===== src/fts_pkg.sv =====
// ----------------------------------------------------------------------------
// fts_pkg
// Shared types and constants of the fan tachometer stall monitor.
// ----------------------------------------------------------------------------
`default_nettype none

package fts_pkg;

  localparam int unsigned CountW = 16;
  localparam int unsigned FailW  = 2;
  localparam int unsigned CfgIdxW = 2;
  localparam int unsigned CfgDataW = 16;

  localparam logic [CountW-1:0] EdgeStop        = 16'hFFF1;
  localparam logic [CountW-1:0] WindowTicksRst  = 16'd50000;
  localparam logic [CountW-1:0] MinEdgesRst     = 16'd125;
  localparam logic [FailW-1:0]  FailLimitRst    = 2'd3;

  typedef enum logic {
    CMD_SAMPLE = 1'b0,
    CMD_CHECK  = 1'b1
  } fts_cmd_e;

  typedef enum logic [CfgIdxW-1:0] {
    REG_WINDOW_TICKS = 2'd0,
    REG_MIN_EDGES    = 2'd1,
    REG_FAIL_LIMIT   = 2'd2,
    REG_UNUSED       = 2'd3
  } fts_reg_e;

  typedef struct packed {
    logic [CountW-1:0] window_ticks;
    logic [CountW-1:0] min_edges;
    logic [FailW-1:0]  fail_limit;
  } fts_cfg_t;

  typedef struct packed {
    logic              sample;
    logic              check;
    logic              level;
    logic              fan_on;
  } fts_chan_ctl_t;

  typedef struct packed {
    logic              error;
    logic [CountW-1:0] pulses;
  } fts_chan_stat_t;

endpackage

`default_nettype wire


===== src/fts_item_if.sv =====
// ----------------------------------------------------------------------------
// fts_item_if
// Input channel: sample and check transactions with valid/ready handshake.
// ----------------------------------------------------------------------------
`default_nettype none

interface fts_item_if;
  logic valid;
  logic ready;
  logic cmd;
  logic in_feedback;
  logic out_feedback;
  logic in_fan_on;
  logic out_fan_on;
  logic test_mode;

  modport source (
    output valid, cmd, in_feedback, out_feedback, in_fan_on, out_fan_on, test_mode,
    input  ready
  );
  modport sink (
    input  valid, cmd, in_feedback, out_feedback, in_fan_on, out_fan_on, test_mode,
    output ready
  );
endinterface

`default_nettype wire


===== src/fts_result_if.sv =====
// ----------------------------------------------------------------------------
// fts_result_if
// Result channel: error flags and pulse counts with valid/ready handshake.
// ----------------------------------------------------------------------------
`default_nettype none

interface fts_result_if;
  logic        valid;
  logic        ready;
  logic        in_error;
  logic        out_error;
  logic [15:0] in_pulses;
  logic [15:0] out_pulses;

  modport source (
    output valid, in_error, out_error, in_pulses, out_pulses,
    input  ready
  );
  modport sink (
    input  valid, in_error, out_error, in_pulses, out_pulses,
    output ready
  );
endinterface

`default_nettype wire


===== src/fts_chan.sv =====
// ----------------------------------------------------------------------------
// fts_chan
// One tachometer channel: edge counter, window timer, fail counter, error.
// ----------------------------------------------------------------------------
`default_nettype none

module fts_chan
  import fts_pkg::*;
(
  input  wire logic           clk_i,
  input  wire logic           rst_ni,
  input  wire fts_cfg_t       cfg_i,
  input  wire fts_chan_ctl_t  ctl_i,
  output fts_chan_stat_t      stat_o
);

  logic              prev_q, prev_d;
  logic [CountW-1:0] edges_q, edges_d;
  logic [CountW-1:0] timer_q, timer_d;
  logic [FailW-1:0]  fail_q, fail_d;
  logic              err_q, err_d;

  logic [CountW:0]   timer_inc;
  logic [FailW:0]    fail_inc;

  always_comb begin
    prev_d    = prev_q;
    edges_d   = edges_q;
    timer_d   = timer_q;
    fail_d    = fail_q;
    err_d     = err_q;
    timer_inc = {1'b0, timer_q} + {{CountW{1'b0}}, 1'b1};
    fail_inc  = {1'b0, fail_q} + {{FailW{1'b0}}, 1'b1};

    if (ctl_i.sample) begin
      if (ctl_i.level && !prev_q && (edges_q < EdgeStop)) begin
        edges_d = edges_q + CountW'(1);
      end
      prev_d = ctl_i.level;
    end else if (ctl_i.check) begin
      if (!ctl_i.fan_on) begin
        edges_d = '0;
        timer_d = '0;
        fail_d  = '0;
      end else if (timer_inc < {1'b0, cfg_i.window_ticks}) begin
        timer_d = timer_inc[CountW-1:0];
      end else begin
        timer_d = '0;
        edges_d = '0;
        if (edges_q < cfg_i.min_edges) begin
          if (fail_inc >= {1'b0, cfg_i.fail_limit}) begin
            fail_d = cfg_i.fail_limit;
            err_d  = 1'b1;
          end else begin
            fail_d = fail_inc[FailW-1:0];
          end
        end else begin
          fail_d = '0;
          err_d  = 1'b0;
        end
      end
    end
  end

  always_ff @(posedge clk_i or negedge rst_ni) begin
    if (!rst_ni) begin
      prev_q  <= 1'b0;
      edges_q <= '0;
      timer_q <= '0;
      fail_q  <= '0;
      err_q   <= 1'b0;
    end else begin
      prev_q  <= prev_d;
      edges_q <= edges_d;
      timer_q <= timer_d;
      fail_q  <= fail_d;
      err_q   <= err_d;
    end
  end

  assign stat_o.error  = err_d;
  assign stat_o.pulses = edges_d;

endmodule

`default_nettype wire


===== src/fan_tach_stall_monitor.sv =====
// ----------------------------------------------------------------------------
// fan_tach_stall_monitor
// Two-channel fan tachometer monitor with window-based stall detection.
// ----------------------------------------------------------------------------
// Usage:
//   item_i   : sample transactions (cmd 0) carry both tach levels; check
//              transactions (cmd 1) carry the fan on flags and test mode.
//   result_o : one transaction per input transaction with both error flags
//              and both pulse counts as they stand after the update.
//   cfg_*    : register writes (window ticks, min edges, fail limit); the
//              user has them taken only while no transaction is in flight.
// The block does not enforce this. Channel state and the result register load
// at the same edge that accepts the input transaction. One transaction per
// cycle is sustained while the receiver is ready; the single output register
// is the only buffer. When the receiver stalls, the result register holds and
// item_i.ready drops until the result is taken. Reset clears all channel state
// and the output valid and loads the register defaults (50000, 125, 3).
// ----------------------------------------------------------------------------
`default_nettype none

module fan_tach_stall_monitor
  import fts_pkg::*;
(
  input  wire logic                clk_i,
  input  wire logic                rst_ni,
  input  wire logic                cfg_we_i,
  input  wire logic [CfgIdxW-1:0]  cfg_idx_i,
  input  wire logic [CfgDataW-1:0] cfg_wdata_i,
  fts_item_if.sink                 item_i,
  fts_result_if.source             result_o
);

  fts_cfg_t       cfg_q;
  fts_chan_ctl_t  in_ctl, out_ctl;
  fts_chan_stat_t in_stat, out_stat;
  logic           accept;
  logic           check_run;
  logic           valid_q;
  logic           in_err_q, out_err_q;
  logic [CountW-1:0] in_pulses_q, out_pulses_q;

  always_ff @(posedge clk_i or negedge rst_ni) begin
    if (!rst_ni) begin
      cfg_q.window_ticks <= WindowTicksRst;
      cfg_q.min_edges    <= MinEdgesRst;
      cfg_q.fail_limit   <= FailLimitRst;
    end else if (cfg_we_i) begin
      unique case (fts_reg_e'(cfg_idx_i))
        REG_WINDOW_TICKS: cfg_q.window_ticks <= cfg_wdata_i;
        REG_MIN_EDGES:    cfg_q.min_edges    <= cfg_wdata_i;
        REG_FAIL_LIMIT:   cfg_q.fail_limit   <= cfg_wdata_i[FailW-1:0];
        REG_UNUSED:       ;
        default:          ;
      endcase
    end
  end

  assign item_i.ready = !valid_q || result_o.ready;
  assign accept       = item_i.valid && item_i.ready;
  assign check_run    = accept && (fts_cmd_e'(item_i.cmd) == CMD_CHECK) && !item_i.test_mode;

  assign in_ctl.sample  = accept && (fts_cmd_e'(item_i.cmd) == CMD_SAMPLE);
  assign in_ctl.check   = check_run;
  assign in_ctl.level   = item_i.in_feedback;
  assign in_ctl.fan_on  = item_i.in_fan_on;
  assign out_ctl.sample = in_ctl.sample;
  assign out_ctl.check  = check_run;
  assign out_ctl.level  = item_i.out_feedback;
  assign out_ctl.fan_on = item_i.out_fan_on;

  fts_chan u_in_chan (
    .clk_i  (clk_i),
    .rst_ni (rst_ni),
    .cfg_i  (cfg_q),
    .ctl_i  (in_ctl),
    .stat_o (in_stat)
  );

  fts_chan u_out_chan (
    .clk_i  (clk_i),
    .rst_ni (rst_ni),
    .cfg_i  (cfg_q),
    .ctl_i  (out_ctl),
    .stat_o (out_stat)
  );

  always_ff @(posedge clk_i or negedge rst_ni) begin
    if (!rst_ni) begin
      valid_q <= 1'b0;
    end else if (item_i.ready) begin
      valid_q <= item_i.valid;
    end
  end

  always_ff @(posedge clk_i) begin
    if (accept) begin
      in_err_q     <= in_stat.error;
      out_err_q    <= out_stat.error;
      in_pulses_q  <= in_stat.pulses;
      out_pulses_q <= out_stat.pulses;
    end
  end

  assign result_o.valid      = valid_q;
  assign result_o.in_error   = in_err_q;
  assign result_o.out_error  = out_err_q;
  assign result_o.in_pulses  = in_pulses_q;
  assign result_o.out_pulses = out_pulses_q;

endmodule

`default_nettype wire

===== src/flat_wrapper.sv =====
// flat-port wrapper written by rule: the top's interface ports become plain ports
module fan_tach_stall_monitor_flat import fts_pkg::*;
  (clk_i, rst_ni, cfg_we_i, cfg_idx_i, cfg_wdata_i, item_i_valid, item_i_cmd, item_i_in_feedback, item_i_out_feedback, item_i_in_fan_on, item_i_out_fan_on, item_i_test_mode, item_i_ready, result_o_valid, result_o_in_error, result_o_out_error, result_o_in_pulses, result_o_out_pulses, result_o_ready);
  fts_item_if item_i_i ();
  fts_result_if result_o_i ();
  input  wire logic clk_i;
  input  wire logic rst_ni;
  input  wire logic cfg_we_i;
  input  wire logic [CfgIdxW-1:0] cfg_idx_i;
  input  wire logic [CfgDataW-1:0] cfg_wdata_i;
  input wire logic [$bits(item_i_i.valid)-1:0] item_i_valid;
  input wire logic [$bits(item_i_i.cmd)-1:0] item_i_cmd;
  input wire logic [$bits(item_i_i.in_feedback)-1:0] item_i_in_feedback;
  input wire logic [$bits(item_i_i.out_feedback)-1:0] item_i_out_feedback;
  input wire logic [$bits(item_i_i.in_fan_on)-1:0] item_i_in_fan_on;
  input wire logic [$bits(item_i_i.out_fan_on)-1:0] item_i_out_fan_on;
  input wire logic [$bits(item_i_i.test_mode)-1:0] item_i_test_mode;
  output wire logic [$bits(item_i_i.ready)-1:0] item_i_ready;
  output wire logic [$bits(result_o_i.valid)-1:0] result_o_valid;
  output wire logic [$bits(result_o_i.in_error)-1:0] result_o_in_error;
  output wire logic [$bits(result_o_i.out_error)-1:0] result_o_out_error;
  output wire logic [$bits(result_o_i.in_pulses)-1:0] result_o_in_pulses;
  output wire logic [$bits(result_o_i.out_pulses)-1:0] result_o_out_pulses;
  input wire logic [$bits(result_o_i.ready)-1:0] result_o_ready;
  assign item_i_i.valid = item_i_valid;
  assign item_i_i.cmd = item_i_cmd;
  assign item_i_i.in_feedback = item_i_in_feedback;
  assign item_i_i.out_feedback = item_i_out_feedback;
  assign item_i_i.in_fan_on = item_i_in_fan_on;
  assign item_i_i.out_fan_on = item_i_out_fan_on;
  assign item_i_i.test_mode = item_i_test_mode;
  assign item_i_ready = item_i_i.ready;
  assign result_o_valid = result_o_i.valid;
  assign result_o_in_error = result_o_i.in_error;
  assign result_o_out_error = result_o_i.out_error;
  assign result_o_in_pulses = result_o_i.in_pulses;
  assign result_o_out_pulses = result_o_i.out_pulses;
  assign result_o_i.ready = result_o_ready;
  fan_tach_stall_monitor u_core (.clk_i(clk_i), .rst_ni(rst_ni), .cfg_we_i(cfg_we_i), .cfg_idx_i(cfg_idx_i), .cfg_wdata_i(cfg_wdata_i), .item_i(item_i_i), .result_o(result_o_i));
endmodule

===== config.mk =====
export PLATFORM = sky130hd
export DESIGN_NAME = fan_tach_stall_monitor_flat
export DESIGN_NICKNAME = d
export VERILOG_FILES = /design/src/fts_pkg.sv /design/src/fts_item_if.sv /design/src/fts_result_if.sv /design/src/fts_chan.sv /design/src/fan_tach_stall_monitor.sv /design/src/flat_wrapper.sv
export SDC_FILE = /design/constraint.sdc
export NUM_CORES = 1
export LEC_CHECK = 0
export BUFFER_PORTS_ARGS = -buffer_cell sky130_fd_sc_hd__clkbuf_2
export CAP_MARGIN = 40
export CORE_MARGIN = 2
export CORE_UTILIZATION = 50
export DETAILED_ROUTE_END_ITERATION = 7
export PLACE_DENSITY = 0.7
export SYNTH_ARGS = -nofsm -noshare
export SYNTH_HDL_FRONTEND = slang
export SYNTH_SLANG_ARGS = --single-unit

===== constraint.sdc =====
create_clock -name clk_i -period 4.5 [get_ports clk_i]
set_input_delay 0.45 -clock clk_i [delete_from_list [all_inputs] [get_ports clk_i]]
set_output_delay 0.45 -clock clk_i [all_outputs]
set_load 0.1 [all_outputs]

== Word level (Yosys, flattened, before mapping) ==
Index checks and enable logic that the tools add are counted.

* Bitwise logic cells: 2
* Add/sub/neg operators: 6
* Eq/ne operators: 4
* Mux-type cells: 34
* Reduce and logical (&&, ||, !) cells: 20
* $lt $le $gt $ge: 8

{| class="wikitable"
|+ Operators by type and width
! operator !! number
|-
| 16-bit two-way mux || 14
|-
| 16-bit by 1-bit adder with 17-bit output, second input constant || 2
|-
| 17-bit by 16-bit < comparator with 1-bit output || 2
|-
| 16-bit by 1-bit adder with 16-bit output, second input constant || 2
|-
| 16-bit < comparator || 2
|-
| 16-bit < comparator, second input constant || 2
|-
| 2-bit two-way mux || 8
|-
| 1-bit two-way mux || 12
|-
| 1-bit logical AND || 8
|-
| 2-bit AND reduction || 4
|-
| 2-bit by 1-bit adder with 3-bit output, second input constant || 2
|-
| 3-bit by 2-bit greater-or-equal comparator with 1-bit output || 2
|-
| 3-bit AND reduction || 2
|-
| 1-bit logical NOT || 4
|-
| 2-bit inequality test, second input constant || 2
|-
| 2-bit by 1-bit equality test with 1-bit output, second input constant || 1
|-
| 2-bit equality test, second input constant || 1
|-
| 2-bit logical NOT || 1
|-
| 1-bit NOT || 2
|-
| 1-bit logical OR || 1
|}

* Output and inout bits: 36
* Flip-flop bits (word level): 141
* Input bits: 29

== Depth between registers and ports, before layout ==
Gate-level depths: netlist of run 1.

* Depth after elaboration: 8
* Depth in mapped cells: 16

== Cells and area by module ==
A second synthesis of run 1 with hierarchy kept.

* Cells, all modules: 774
* Area, all modules: 8262.9 um^2

{| class="wikitable"
|+ Modules (own cells, without submodules)
! module !! cells an instance !! area each (um^2) !! sequential area each (um^2) !! times used
|-
| fts_chan (u_core.u_in_chan) || 329 || 3015.4 || 900.9 || 1
|-
| fts_chan (u_core.u_out_chan) || 331 || 2856.5 || 900.9 || 1
|-
| fan_tach_stall_monitor || 114 || 2391.0 || 1914.3 || 1
|}

== Worst setup path after synthesis of run 1 ==
OpenSTA, ideal clock, no wires.

* Kind: reg-to-reg
* Start point: register u_core.valid_q, in the netlist u_core.result_o.valid
* End point: register u_core.in_pulses_q[11], in the netlist u_core.result_o.in_pulses[11], data pin
* Stages on the path, launching flop included: 8
* Path buffers: 4
* Arrival: 3.077 ns
* Required time: 4.226 ns
* Slack: 1.149 ns
* Period minus slack after synthesis: 3.351 ns
* Cells stage by stage: dfrtp_1 -> nand2b_1 -> clkbuf_1 -> and4b_1 -> clkbuf_1 -> clkbuf_1 -> clkbuf_1 -> a31oi_1

{| class="wikitable"
|+ RTL lines
! item !! line !! text
|-
| start: declaration || fan_tach_stall_monitor.sv:38 || <nowiki>logic valid_q;</nowiki>
|-
| start signal: assignment || fan_tach_stall_monitor.sv:91 || <nowiki>valid_q <= item_i.valid;</nowiki>
|-
| end signal: assignment || fan_tach_stall_monitor.sv:99 || <nowiki>in_pulses_q <= in_stat.pulses;</nowiki>
|-
| end: declaration || fan_tach_stall_monitor.sv:40 || <nowiki>logic [CountW-1:0] in_pulses_q, out_pulses_q;</nowiki>
|}

==> metrics.txt, run 1 <==
average cell area after synthesis 10.3 um^2; Synth-to-Final Area Change 13.7%; Clk pin slew, worst setup/hold paths 0.06 ns; top fanout value on the critical path 20; total negative slack for setup checks 0 ns; max frequency 0.264 GHz; number of vias in the routed layout 5947; first-pass iteration count of the detailed router 5; Final ANT Viol Nets 0; global-route usage over all layers 0.225; CP cell instances ha_1, and4_1, and4_1, and3_1, nand3_1, xnor2_1, ha_1, a21o_1, a21oi_1, o41a_1, and3_1, nand2_2, o21ai_0; buffering stage count on the worst path with inverters included 0; busiest layer in global routing met2; leading area contributor after synthesis dfrtp_1; area inside the core boundary 15800 um^2; proportion of register bits with asynchronous set or reset after synthesis 0.759; leading post-synthesis cells by cell area dfrtp_1, edfxtp_1, ha_1; count of final setup violators 0; top cells by instance count after synthesis dfrtp_1, nand2_1, ha_1; initial antenna violation count 0; number of buffers created by CTS 17; largest net degree at the start of global routing 65; CP Data Arrival Time 4.04 ns; worst skew pair latency 0.43 ns; delay of the slowest critical-path stage 0.41 ns; wire length of the first global-routing pass 29500 um; Final Worst Setup Slack 0.707 ns; final HPWL from detailed placement 12800 um; number of synthesized register bits 141; netlist area before placement 8050 um^2; total of buffers placed on input and output ports 64; Post-CTS Repair Setup Buffers 0; path type of the worst min-delay path in -> async; Yosys top cell area share 0.289; maximum level of the CTS H-tree 4; vertical die dimension 131 um; drt via density 5.56; count of inserted antenna diode cells 0; number of nets produced by synthesis 881; initial standard-cell utilization of the core 0.509; fraction of the yosys area taken by sequential cells 0.462; number of global-route vias before repair 5901; clock tree skew after final layout 0.0107 ns; global route overflow 0; setup repair after global routing missed its margin no; FP Rows 46; fraction of final layout cells sized beyond drive strength 1 0.184; DRC violations left 0; number of distinct library cells after synthesis 61; Boundary Pins 65; family with the most delay on the worst path simple AND/OR/NAND/NOR gates; post-CTS resize count 0; measured slew at the worst slew-check pin 0.830 ns; Hold Fails Final Rpt 0; power density over the cells 401 nW/um^2; cell at the slowest stage of the critical path dfrtp_1; total area of multi-input combinational cells 4020 um^2; total routed wirelength 17700 um; result of the run finished clean; number of max-cap violations 0; hold buffer count at CTS 0; average routed wire per standard cell 16.6 um; Synth Flop Type dfrtp_1; crit end category flip-flop; Worst Path Class, Setup reg -> reg; GRT met1 Usage 0.297; most common cell in the netlist dfrtp_1; NumNets Final 941; EDFF count, synth 34; filler cell count in the final layout 1335; Max Transition Viols Final 0; pre-CTS setup slack 0.788 ns; deepest clock path buffer count 2; DIE AREA 17100 um^2; leakage dissipation 4.17 nW; VDD IR max 292 uV; met3 usage in global routing 0.0497; drt initial violations 438; chip width 131 um; ratio of final minimum period to clock period 0.843; global-route met2 utilization 0.362; number of clock sinks 141; clock tree from TritonCTS built; Ys Warns 0; sequential cell area 3720 um^2; post-synthesis instance total 780; startpoint kind of the worst setup timing path flip-flop; Final Critical Period 3.79 ns; required time at the endpoint of the critical path 4.75 ns; Final Wtd Congestion 0.848; max-slew headroom at the worst pin 0.447; Root Buffer Master clkbuf_16
## state kept, by name (all words and copies together), names as in the netlist
register,flops
u_core.u_in_chan.fail_q,2
u_core.result_o.in_error,1
u_core.u_out_chan.edges_q,16
u_core.u_in_chan.timer_q,16
u_core.u_in_chan.err_q,1
u_core.u_in_chan.edges_q,16
u_core.u_out_chan.fail_q,2
u_core.u_out_chan.err_q,1
u_core.u_in_chan.prev_q,1
u_core.result_o.out_pulses,16
u_core.u_out_chan.prev_q,1
u_core.result_o.in_pulses,16
u_core.cfg_q,34
u_core.u_out_chan.timer_q,16
u_core.result_o.valid,1
u_core.result_o.out_error,1
## per-layer routing
| layer | up-vias | wire length, um |
|---|---|---|
| met1 | 2865 | 8310 |
| met3 | 25 | 659 |
| met4 | 0 | 393 |
| met2 | 112 | 8380 |
| met5 | - | 0 |
| li1 | 2945 | - |
## kinds of logic after synthesis
| kind of cell | after synthesis | share of synthesized area |
|---|---|---|
| AOI/OAI and AO/OA | 179 | 0.152 |
| xor gates and xnor gates | 39 | 0.0424 |
| adders and majority gates | 72 | 0.114 |
| buffers and inverters | 79 | 0.0403 |
| DFF | 141 | 0.462 |
| muxes | 30 | 0.0409 |
| and+or+nand+nor | 240 | 0.149 |
## where the power goes
group | switching (mW) | internal, mW
Clock | 0.551 | 0.815
Sequential | 0.0989 | 1.46
Combinational | 0.506 | 0.242
Total | 1.16 | 2.52
## final cells by class
cell class / count / share of cell area
multi-input cells: 560 / 0.439
flip-flops and latches: 141 / 0.406
clock buffers: 18 / 0.0469
repair buffers: 72 / 0.0427
well taps: 216 / 0.0295
inverters: 48 / 0.0197
clock inverters: 14 / 0.0163
## worst reg2reg max path: stages, from the launching register on
cell and delay [ns]:
dfrtp_1 0.41, ha_1 0.30, and4_1 0.29, and4_1 0.23, and3_1 0.24, nand3_1 0.15
xnor2_1 0.16, ha_1 0.29, a21o_1 0.16, a21oi_1 0.14, o41a_1 0.19, and3_1 0.34
nand2_2 0.37, o21ai_0 0.34
## metrics by stage
| step | power, mW | instances | util | hold WS [ns] | cell area (um^2) |
|---|---|---|---|---|---|
| after floorplan | 2.13 | 780 | - | 0.154 | 8050 |
| after global placement | 2.31 | 1036 | 0.541 | 0.485 | 8560 |
| after detailed placement | 2.33 | 1037 | 0.542 | 0.495 | 8570 |
| after CTS | 3.70 | 1069 | 0.578 | 0.157 | 9150 |
| after global routing | 3.87 | 1069 | 0.578 | 0.196 | 9150 |
| final | 3.67 | 1069 | 0.578 | 0.136 | 9150 |
## placed cells by master, fill, tap and decap left out, types with 15 or more instances in the layout
| cell | instances |
|---|---|
| a31oi_1 | 15 |
| nand3_1 | 43 |
| inv_1 | 48 |
| dfrtp_1 | 93 |
| a21oi_1 | 31 |
| clkbuf_16 | 17 |
| nand2_1 | 77 |
| edfxtp_1 | 34 |
| clkbuf_2 | 63 |
| nand4_1 | 20 |
| ha_1 | 70 |
| nor2_1 | 37 |
| xnor2_1 | 21 |
| a21o_1 | 15 |
| o21ai_0 | 56 |
| xor2_1 | 18 |
| mux2_2 | 23 |
## final timing paths
| check | from | endpoint | slack [ns] | cells past startpoint |
|---|---|---|---|---|
| hold reg to reg | u_core.u_out_chan.prev_q$_DFFE_PN0P_ | u_core.u_out_chan.prev_q$_DFFE_PN0P_ | 0.51 | 1 |
| setup / recovery | u_core.u_in_chan.timer_q[0]$_DFFE_PN0P_ | u_core.result_o.in_pulses[15]$_DFFE_PP_ | 0.71 | 13 |
| setup reg to reg | u_core.u_in_chan.timer_q[0]$_DFFE_PN0P_ | u_core.result_o.in_pulses[15]$_DFFE_PP_ | 0.71 | 13 |
| hold / removal | rst_ni | u_core.u_out_chan.edges_q[10]$_DFF_PN0_ | 0.14 | 1 |
| max in group asynchronous | rst_ni | u_core.cfg_q[6]$_DFFE_PN1P_ | 3.27 | 2 |
| min in group clk_i | cfg_wdata_i[8] | u_core.cfg_q[26]$_DFFE_PN1P_ | 0.25 | 3 |
No activity file was read; power rests on OpenSTA's default activity.
==> inputs of run 2 (changes only) <==
--- a/config.mk
+++ b/config.mk
@@ -5,12 +5,13 @@
 export SDC_FILE = /design/constraint.sdc
 export NUM_CORES = 1
 export LEC_CHECK = 0
+export ABC_AREA = 1
 export BUFFER_PORTS_ARGS = -buffer_cell sky130_fd_sc_hd__clkbuf_2
 export CAP_MARGIN = 40
 export CORE_MARGIN = 2
 export CORE_UTILIZATION = 50
 export DETAILED_ROUTE_END_ITERATION = 7
-export PLACE_DENSITY = 0.7
+export PLACE_DENSITY = 0.73
 export SYNTH_ARGS = -nofsm -noshare
 export SYNTH_HDL_FRONTEND = slang
 export SYNTH_SLANG_ARGS = --single-unit
==> constraint.sdc (replaced) <==
create_clock -name clk_i -period 3.26 [get_ports clk_i]
set_input_delay 0.326 -clock clk_i [delete_from_list [all_inputs] [get_ports clk_i]]
set_output_delay 0.326 -clock clk_i [all_outputs]
set_load 0.1 [all_outputs]
==> run 2 against run 1 <==
Effect of this change: via count grew 16%; design area grew 5.4%; die area grew 5.0%; sequential cell count is the same; hold slack lost 0.017 ns; final cell count grew 26%; critical endpoint is now u_core.result_o.out_pulses[15]$_DFFE_PP_; largest power group unchanged.
==> metrics.txt, run 2 <==
number of nets produced by synthesis 1140 (was 881); vertical die dimension 134 um (was 131 um); DIE AREA 18000 um^2 (was 17100 um^2); global-route usage over all layers 0.228 (was 0.225); FP Rows 47 (was 46); Root Buffer Master clkbuf_16 (unchanged); Final ANT Viol Nets 0 (unchanged); setup repair after global routing missed its margin no (unchanged); filler cell count in the final layout 1495 (was 1335); path type of the worst min-delay path in -> reg (was in -> async); wire length of the first global-routing pass 32100 um (was 29500 um); most frequent cells in the layout nand2_1, inv_1, dfrtp_1, ha_1, o21ai_0 (was dfrtp_1, nand2_1, ha_1, clkbuf_2, o21ai_0); Hold Fails Final Rpt 0 (unchanged); total routed wirelength 19300 um (was 17700 um); deepest clock path buffer count 2 (unchanged); first-pass iteration count of the detailed router 5 (unchanged); final HPWL from detailed placement 14100 um (was 12800 um); Max Transition Viols Final 0 (unchanged); register bank with the most flops u_core.cfg_q (unchanged); pre-CTS setup slack 0.326 ns (was 0.788 ns); Worst Path Class, Setup reg -> reg (unchanged); leakage dissipation 4.86 nW (was 4.17 nW); VDD IR max 412 uV (was 292 uV); EDFF count, synth 34 (unchanged); clock tree from TritonCTS built (unchanged); power density over the cells 573 nW/um^2 (was 401 nW/um^2); worst skew pair latency 0.43 ns (about the same); number of clock sinks 141 (unchanged); Layout Cells excl Fill 1345 (was 1069); Final Critical Period 2.94 ns (was 3.79 ns); leading cell type in the layout, fill and taps excluded nand2_1 (was dfrtp_1); fraction of final layout cells sized beyond drive strength 1 0.140 (was 0.184); average cell area after synthesis 8.14 um^2 (was 10.3 um^2); Synth-to-Final Area Change 14.0% (was 13.7%); number of global-route vias before repair 6393 (was 5901); crit end category flip-flop (unchanged); most common cell in the netlist nand2_1 (was dfrtp_1); Final Worst Setup Slack 0.321 ns (was 0.707 ns); Ys Warns 0 (unchanged); Synth Flop Type dfrtp_1 (unchanged); total negative slack for setup checks 0 ns (unchanged); number of distinct library cells after synthesis 41 (was 61); initial antenna violation count 0 (unchanged); initial standard-cell utilization of the core 0.510 (was 0.509); sequential cell area 3720 um^2 (unchanged); count of final setup violators 0 (unchanged); drt via density 5.15 (was 5.56); max-slew headroom at the worst pin 0.434 (was 0.447); leading post-synthesis cells by cell area dfrtp_1, nand2_1, edfxtp_1 (was dfrtp_1, edfxtp_1, ha_1); maximum level of the CTS H-tree 4 (unchanged); netlist area before placement 8460 um^2 (was 8050 um^2); number of vias in the routed layout 6926 (was 5947); proportion of register bits with asynchronous set or reset after synthesis 0.759 (unchanged); flip-flop count of the largest register after layout 34 (unchanged); global route overflow 0 (unchanged); average routed wire per standard cell 14.3 um (was 16.6 um); number of max-cap violations 0 (unchanged); drt initial violations 511 (was 438); number of synthesized register bits 141 (unchanged); required time at the endpoint of the critical path 3.50 ns (was 4.75 ns); number of placed cells counting well taps 1312 (was 1037); clock tree skew after final layout 0.0133 ns (was 0.0107 ns); NumNets Final 1213 (was 941); max frequency 0.340 GHz (was 0.264 GHz); fraction of the yosys area taken by sequential cells 0.439 (was 0.462); area inside the core boundary 16600 um^2 (was 15800 um^2); DRC violations left 0 (unchanged); measured slew at the worst slew-check pin 0.847 ns (was 0.830 ns); total area of multi-input combinational cells 4100 um^2 (was 4020 um^2); startpoint kind of the worst setup timing path flip-flop (unchanged); hold_ws 0.119 ns (was 0.136 ns); largest net degree at the start of global routing 50 (was 65); Final Wtd Congestion 0.939 (was 0.848); Clk pin slew, worst setup/hold paths 0.06 ns (about the same); Yosys top cell area share 0.275 (was 0.289); top fanout value on the critical path 18 (was 20); count of inserted antenna diode cells 0 (unchanged); leading area contributor after synthesis dfrtp_1 (unchanged); ratio of final minimum period to clock period 0.902 (was 0.843); CP Data Arrival Time 3.18 ns (was 4.04 ns); result of the run finished clean (unchanged); total of buffers placed on input and output ports 64 (unchanged); top cells by instance count after synthesis nand2_1, inv_1, dfrtp_1 (was dfrtp_1, nand2_1, ha_1); chip width 134 um (was 131 um); Boundary Pins 65 (unchanged); number of buffers created by CTS 17 (unchanged); post-synthesis instance total 1039 (was 780)
==> run 2: changes by cell type after synthesis, moves of 11 or more <==
cell | before | now
a21o_1 | 15 | 3
a31oi_1 | 15 | 0
clkbuf_1 | 20 | 8
inv_1 | 48 | 145
mux2_2 | 23 | 0
nand2_1 | 77 | 304
nand3_1 | 43 | 60
nor2_1 | 37 | 64
nor3_1 | 5 | 17
xnor2_1 | 21 | 10
==> run 2: power breakdown <==
| part | internal, mW | switching (mW) | total [mW] |
|---|---|---|---|
| registers | 2.06 | 0.187 | 2.25 |
| logic | 0.394 | 0.969 | 1.36 |
| clock network | 1.15 | 0.773 | 1.92 |
| total | 3.60 | 1.93 | 5.53 |
==> run 2: through the flow <==
stage | area (um^2) | total power [mW] | util
detailed placement | 9020 | 3.62 | 0.544
CTS | 9620 | 5.55 | 0.580
global placement | 9010 | 3.59 | 0.543
finish | 9650 | 5.53 | 0.582
global route | 9650 | 5.85 | 0.582
floorplan | 8460 | 3.28 | -
==> run 2: repair_timing <==
action	4_1_cts	5_1_grt
hold endpoints to repair	38	0
resized for setup	0	4
hold buffers	1	0
buffers inserted	0	0
endpoints found under the setup margin	0	8
==> run 2: worst paths after layout <==
kind	startpoint	endpoint	slack (ns)	cells past startpoint
setup / recovery	u_core.u_out_chan.timer_q[0]$_DFFE_PN0P_	u_core.result_o.out_pulses[15]$_DFFE_PP_	0.32	18
hold / removal	cfg_wdata_i[2]	u_core.cfg_q[4]$_DFFE_PN1P_	0.12	3
setup reg to reg	u_core.u_out_chan.timer_q[0]$_DFFE_PN0P_	u_core.result_o.out_pulses[15]$_DFFE_PP_	0.32	18
hold reg to reg	u_core.cfg_q[10]$_DFFE_PN0P_	u_core.cfg_q[10]$_DFFE_PN0P_	0.48	2
max in group asynchronous	rst_ni	u_core.cfg_q[2]$_DFFE_PN1P_	1.89	3
min in group asynchronous	rst_ni	u_core.u_out_chan.timer_q[9]$_DFFE_PN0P_	0.47	2
==> run 2: final cells by class <==
| class | count | share of cell area |
|---|---|---|
| repair buffers | 72 | 0.0407 |
| well taps | 220 | 0.0285 |
| inverters | 153 | 0.0595 |
| clock inverters | 13 | 0.0149 |
| flip-flops and latches | 141 | 0.385 |
| clock buffers | 19 | 0.0459 |
| multi-input cells | 727 | 0.425 |
==> run 2: cell families after synthesis <==
logic type / Yosys count / share of synthesized area
and+or+nand+nor: 508 / 0.268
buffers and inverters: 171 / 0.0791
DFF: 141 / 0.439
AOI/OAI and AO/OA: 114 / 0.0710
adders and majority gates: 72 / 0.108
xor gates and xnor gates: 32 / 0.0331
muxes: 1 / 0.00118
==> run 2: per-layer routing <==
layer | global-route usage | part of all wire | vias up
met1 | 0.334 | 0.50 | 3211
met5 | 0 | 0 | -
met3 | 0.0552 | 0.054 | 24
li1 | - | - | 3520
met2 | 0.334 | 0.43 | 171
met4 | 0.0708 | 0.018 | 0
==> run 2: worst max-delay path: stages, from the launching register on <==
cell     delay, ns
dfrtp_1       0.41
ha_1          0.22
nand3_2       0.14
nor3_4        0.19
nand2_1       0.09
o21ai_0       0.19
inv_1         0.09
ha_1          0.32
nand2_1       0.06
nand2_1       0.04
nand3_1       0.06
nand2_1       0.07
nand2_1       0.07
nand2_1       0.05
nor2_1        0.16
nand3_2       0.21
nand2_8       0.18
nand2_1       0.06
o21ai_0       0.10
==> inputs of run 3 (changes only) <==
--- a/config.mk
+++ b/config.mk
@@ -5,10 +5,9 @@
 export SDC_FILE = /design/constraint.sdc
 export NUM_CORES = 1
 export LEC_CHECK = 0
-export ABC_AREA = 1
 export BUFFER_PORTS_ARGS = -buffer_cell sky130_fd_sc_hd__clkbuf_2
 export CAP_MARGIN = 40
-export CORE_MARGIN = 2
+export CORE_MARGIN = 3
 export CORE_UTILIZATION = 50
 export DETAILED_ROUTE_END_ITERATION = 7
 export PLACE_DENSITY = 0.73
==> run 3 against run 2 <==
Effect of this change: sequential cell count unchanged; global-route usage is 0.98 points lower; final cell count decreased by 18%; wire length shrank 2.2%; register-to-register slack worse by 0.17 ns; total power down 8.0%; maximum frequency is 5.6% lower; combinational power decreased by 18%; count of clock-buffer cells in the layout unchanged; clock skew down 0.00060 ns; non-clock buffer count up 39; sequential power decreased by 5%; highest routed layer unchanged.
==> metrics.txt, run 3 (synthesis gave the netlist of run 1 again) <==
pre-CTS setup slack -0.0207 ns (was 0.326 ns); global-route usage over all layers 0.218 (was 0.228); worst skew pair latency 0.43 ns (about the same); maximum level of the CTS H-tree 4 (unchanged); hold_ws 0.132 ns (was 0.119 ns); average routed wire per standard cell 17.1 um (was 14.3 um); number of vias in the routed layout 6285 (was 6926); max-slew headroom at the worst pin 0.439 (was 0.434); first-pass iteration count of the detailed router 5 (unchanged); Worst Path Class, Setup reg -> reg (unchanged); number of clock sinks 141 (unchanged); initial antenna violation count 0 (unchanged); wire length of the first global-routing pass 30400 um (was 32100 um); Final Wtd Congestion 0.831 (was 0.939); required time at the endpoint of the critical path 3.42 ns (was 3.50 ns); drt via density 5.70 (was 5.15); setup repair after global routing missed its margin yes (was no); initial standard-cell utilization of the core 0.520 (was 0.510); total area of multi-input combinational cells 4160 um^2 (was 4100 um^2); max frequency 0.321 GHz (was 0.340 GHz); leakage dissipation 4.39 nW (was 4.86 nW); count of final setup violators 0 (unchanged); NumNets Final 980 (was 1213); number of placed cells counting well taps 1068 (was 1312); number of global-route vias before repair 6033 (was 6393); total of buffers placed on input and output ports 64 (unchanged); chip width 133 um (was 134 um); Layout Cells excl Fill 1103 (was 1345); Synth-to-Final Area Change 19.1% (was 14.0%); total routed wirelength 18800 um (was 19300 um); startpoint kind of the worst setup timing path flip-flop (unchanged); fraction of final layout cells sized beyond drive strength 1 0.249 (was 0.140); Root Buffer Master clkbuf_16 (unchanged); drt initial violations 443 (was 511); filler cell count in the final layout 1254 (was 1495); Final Critical Period 3.11 ns (was 2.94 ns); Max Transition Viols Final 0 (unchanged); ratio of final minimum period to clock period 0.955 (was 0.902); leading cell type in the layout, fill and taps excluded dfrtp_1 (was nand2_1); crit end category flip-flop (unchanged); count of inserted antenna diode cells 0 (unchanged); Final Worst Setup Slack 0.146 ns (was 0.321 ns); number of buffers created by CTS 17 (unchanged); clock tree from TritonCTS built (unchanged); Final ANT Viol Nets 0 (unchanged); Total Power 5.09 mW (was 5.53 mW); top fanout value on the critical path 6 (was 18); vertical die dimension 133 um (was 134 um); Hold Fails Final Rpt 0 (unchanged); DRC violations left 0 (unchanged); measured slew at the worst slew-check pin 0.839 ns (was 0.847 ns); VDD IR max 410 uV (was 412 uV); CP Data Arrival Time 3.28 ns (was 3.18 ns); flip-flop count of the largest register after layout 34 (unchanged); sequential cell area 3720 um^2 (unchanged); cell at the slowest stage of the critical path dfrtp_1 (unchanged); CP cell instances and3_1, nand4_1, or2_2, nor2_1, xnor2_1, ha_1, nand3_1, o21bai_1, and3_4, buf_4, a21oi_4, o21bai_2 (was ha_1, nand3_2, nor3_4, nand2_1, o21ai_0, inv_1, ha_1, nand2_1, nand2_1, nand3_1, nand2_1, nand2_1, nand2_1, nor2_1, nand3_2, nand2_8, nand2_1, o21ai_0); result of the run finished clean (unchanged); Clk pin slew, worst setup/hold paths 0.07 ns (was 0.06 ns); register bank with the most flops u_core.cfg_q (unchanged); DIE AREA 17700 um^2 (was 18000 um^2); largest net degree at the start of global routing 75 (was 50); delay of the slowest critical-path stage 0.38 ns (was 0.41 ns); Boundary Pins 65 (unchanged); clock tree skew after final layout 0.0127 ns (was 0.0133 ns); deepest clock path buffer count 2 (unchanged); FP Rows 45 (was 47); final HPWL from detailed placement 13800 um (was 14100 um); most frequent cells in the layout dfrtp_1, nand2_1, ha_1, clkbuf_2, o21ai_0 (was nand2_1, inv_1, dfrtp_1, ha_1, o21ai_0); global route overflow 0 (unchanged); power density over the cells 531 nW/um^2 (was 573 nW/um^2); number of max-cap violations 0 (unchanged); area inside the core boundary 15500 um^2 (was 16600 um^2); path type of the worst min-delay path in -> reg (unchanged)
[run 3: area by class of cell]
type                            count  area share
Clock inverter                     13      0.0120
Inverter                           48      0.0188
Clock buffer                       19      0.0462
Sequential cell                   141       0.388
Tap cell                          211      0.0275
Multi-Input combinational cell    560       0.434
Timing Repair Buffer              111      0.0741
[run 3: final timing paths]
check                                                        startpoint                                      end  slack, ns  cells past startpoint
worst max-delay path            u_core.u_in_chan.timer_q[7]$_DFFE_PN0P_  u_core.result_o.in_pulses[10]$_DFFE_PP_       0.15                     12
worst min-delay path                                     cfg_wdata_i[8]             u_core.cfg_q[26]$_DFFE_PN1P_       0.13                      3
worst max register to register  u_core.u_in_chan.timer_q[7]$_DFFE_PN0P_  u_core.result_o.in_pulses[10]$_DFFE_PP_       0.15                     12
worst min register to register             u_core.cfg_q[15]$_DFFE_PN0P_             u_core.cfg_q[15]$_DFFE_PN0P_       0.50                      1
max in group asynchronous                                        rst_ni             u_core.cfg_q[22]$_DFFE_PN1P_       2.07                      3
min in group asynchronous                                        rst_ni   u_core.u_out_chan.edges_q[2]$_DFF_PN0_       0.40                      2
[run 3: report_power, final]
group | switching [mW] | total [mW] | internal (mW)
sequential | 0.127 | 2.14 | 2.02
clock | 0.760 | 1.83 | 1.07
combinational | 0.739 | 1.12 | 0.381
[run 3: stage by stage]
stage                util  cell area [um^2]  TNS [ns]
detailed placement  0.572              8860   -0.0785
global placement    0.572              8860         0
floorplan               -              8050         0
CTS                 0.609              9430         0
finish              0.619              9590         0
global route        0.619              9590    -0.112
[run 3: worst max-delay path, delay by kind of cell (launching register included)]
| family | cells | cell delay [ns] |
|---|---|---|
| adder cells (fa/ha/maj) | 1 | 0.33 |
| flip-flops | 1 | 0.38 |
| AND/OR/NAND/NOR | 6 | 1.23 |
| AO/OA/AOI/OAI | 3 | 0.60 |
| buffers and inverters | 1 | 0.16 |
| XOR/XNOR | 1 | 0.13 |
[run 3: repair_timing]
item,in CTS,in global routing
resized for setup,2,33
hold endpoints to repair,32,0
endpoints found under the setup margin,14,91
pin swaps,0,7
hold buffers,1,0
buffers inserted,0,2
[run 3: metal layers]
| layer | wire [um] | GRT usage | up-vias |
|---|---|---|---|
| li1 | - | - | 3033 |
| met1 | 7860 | 0.268 | 3048 |
| met2 | 9610 | 0.376 | 167 |
| met3 | 860 | 0.0433 | 37 |
| met4 | 504 | 0.0872 | 0 |
| met5 | 0 | 0 | - |
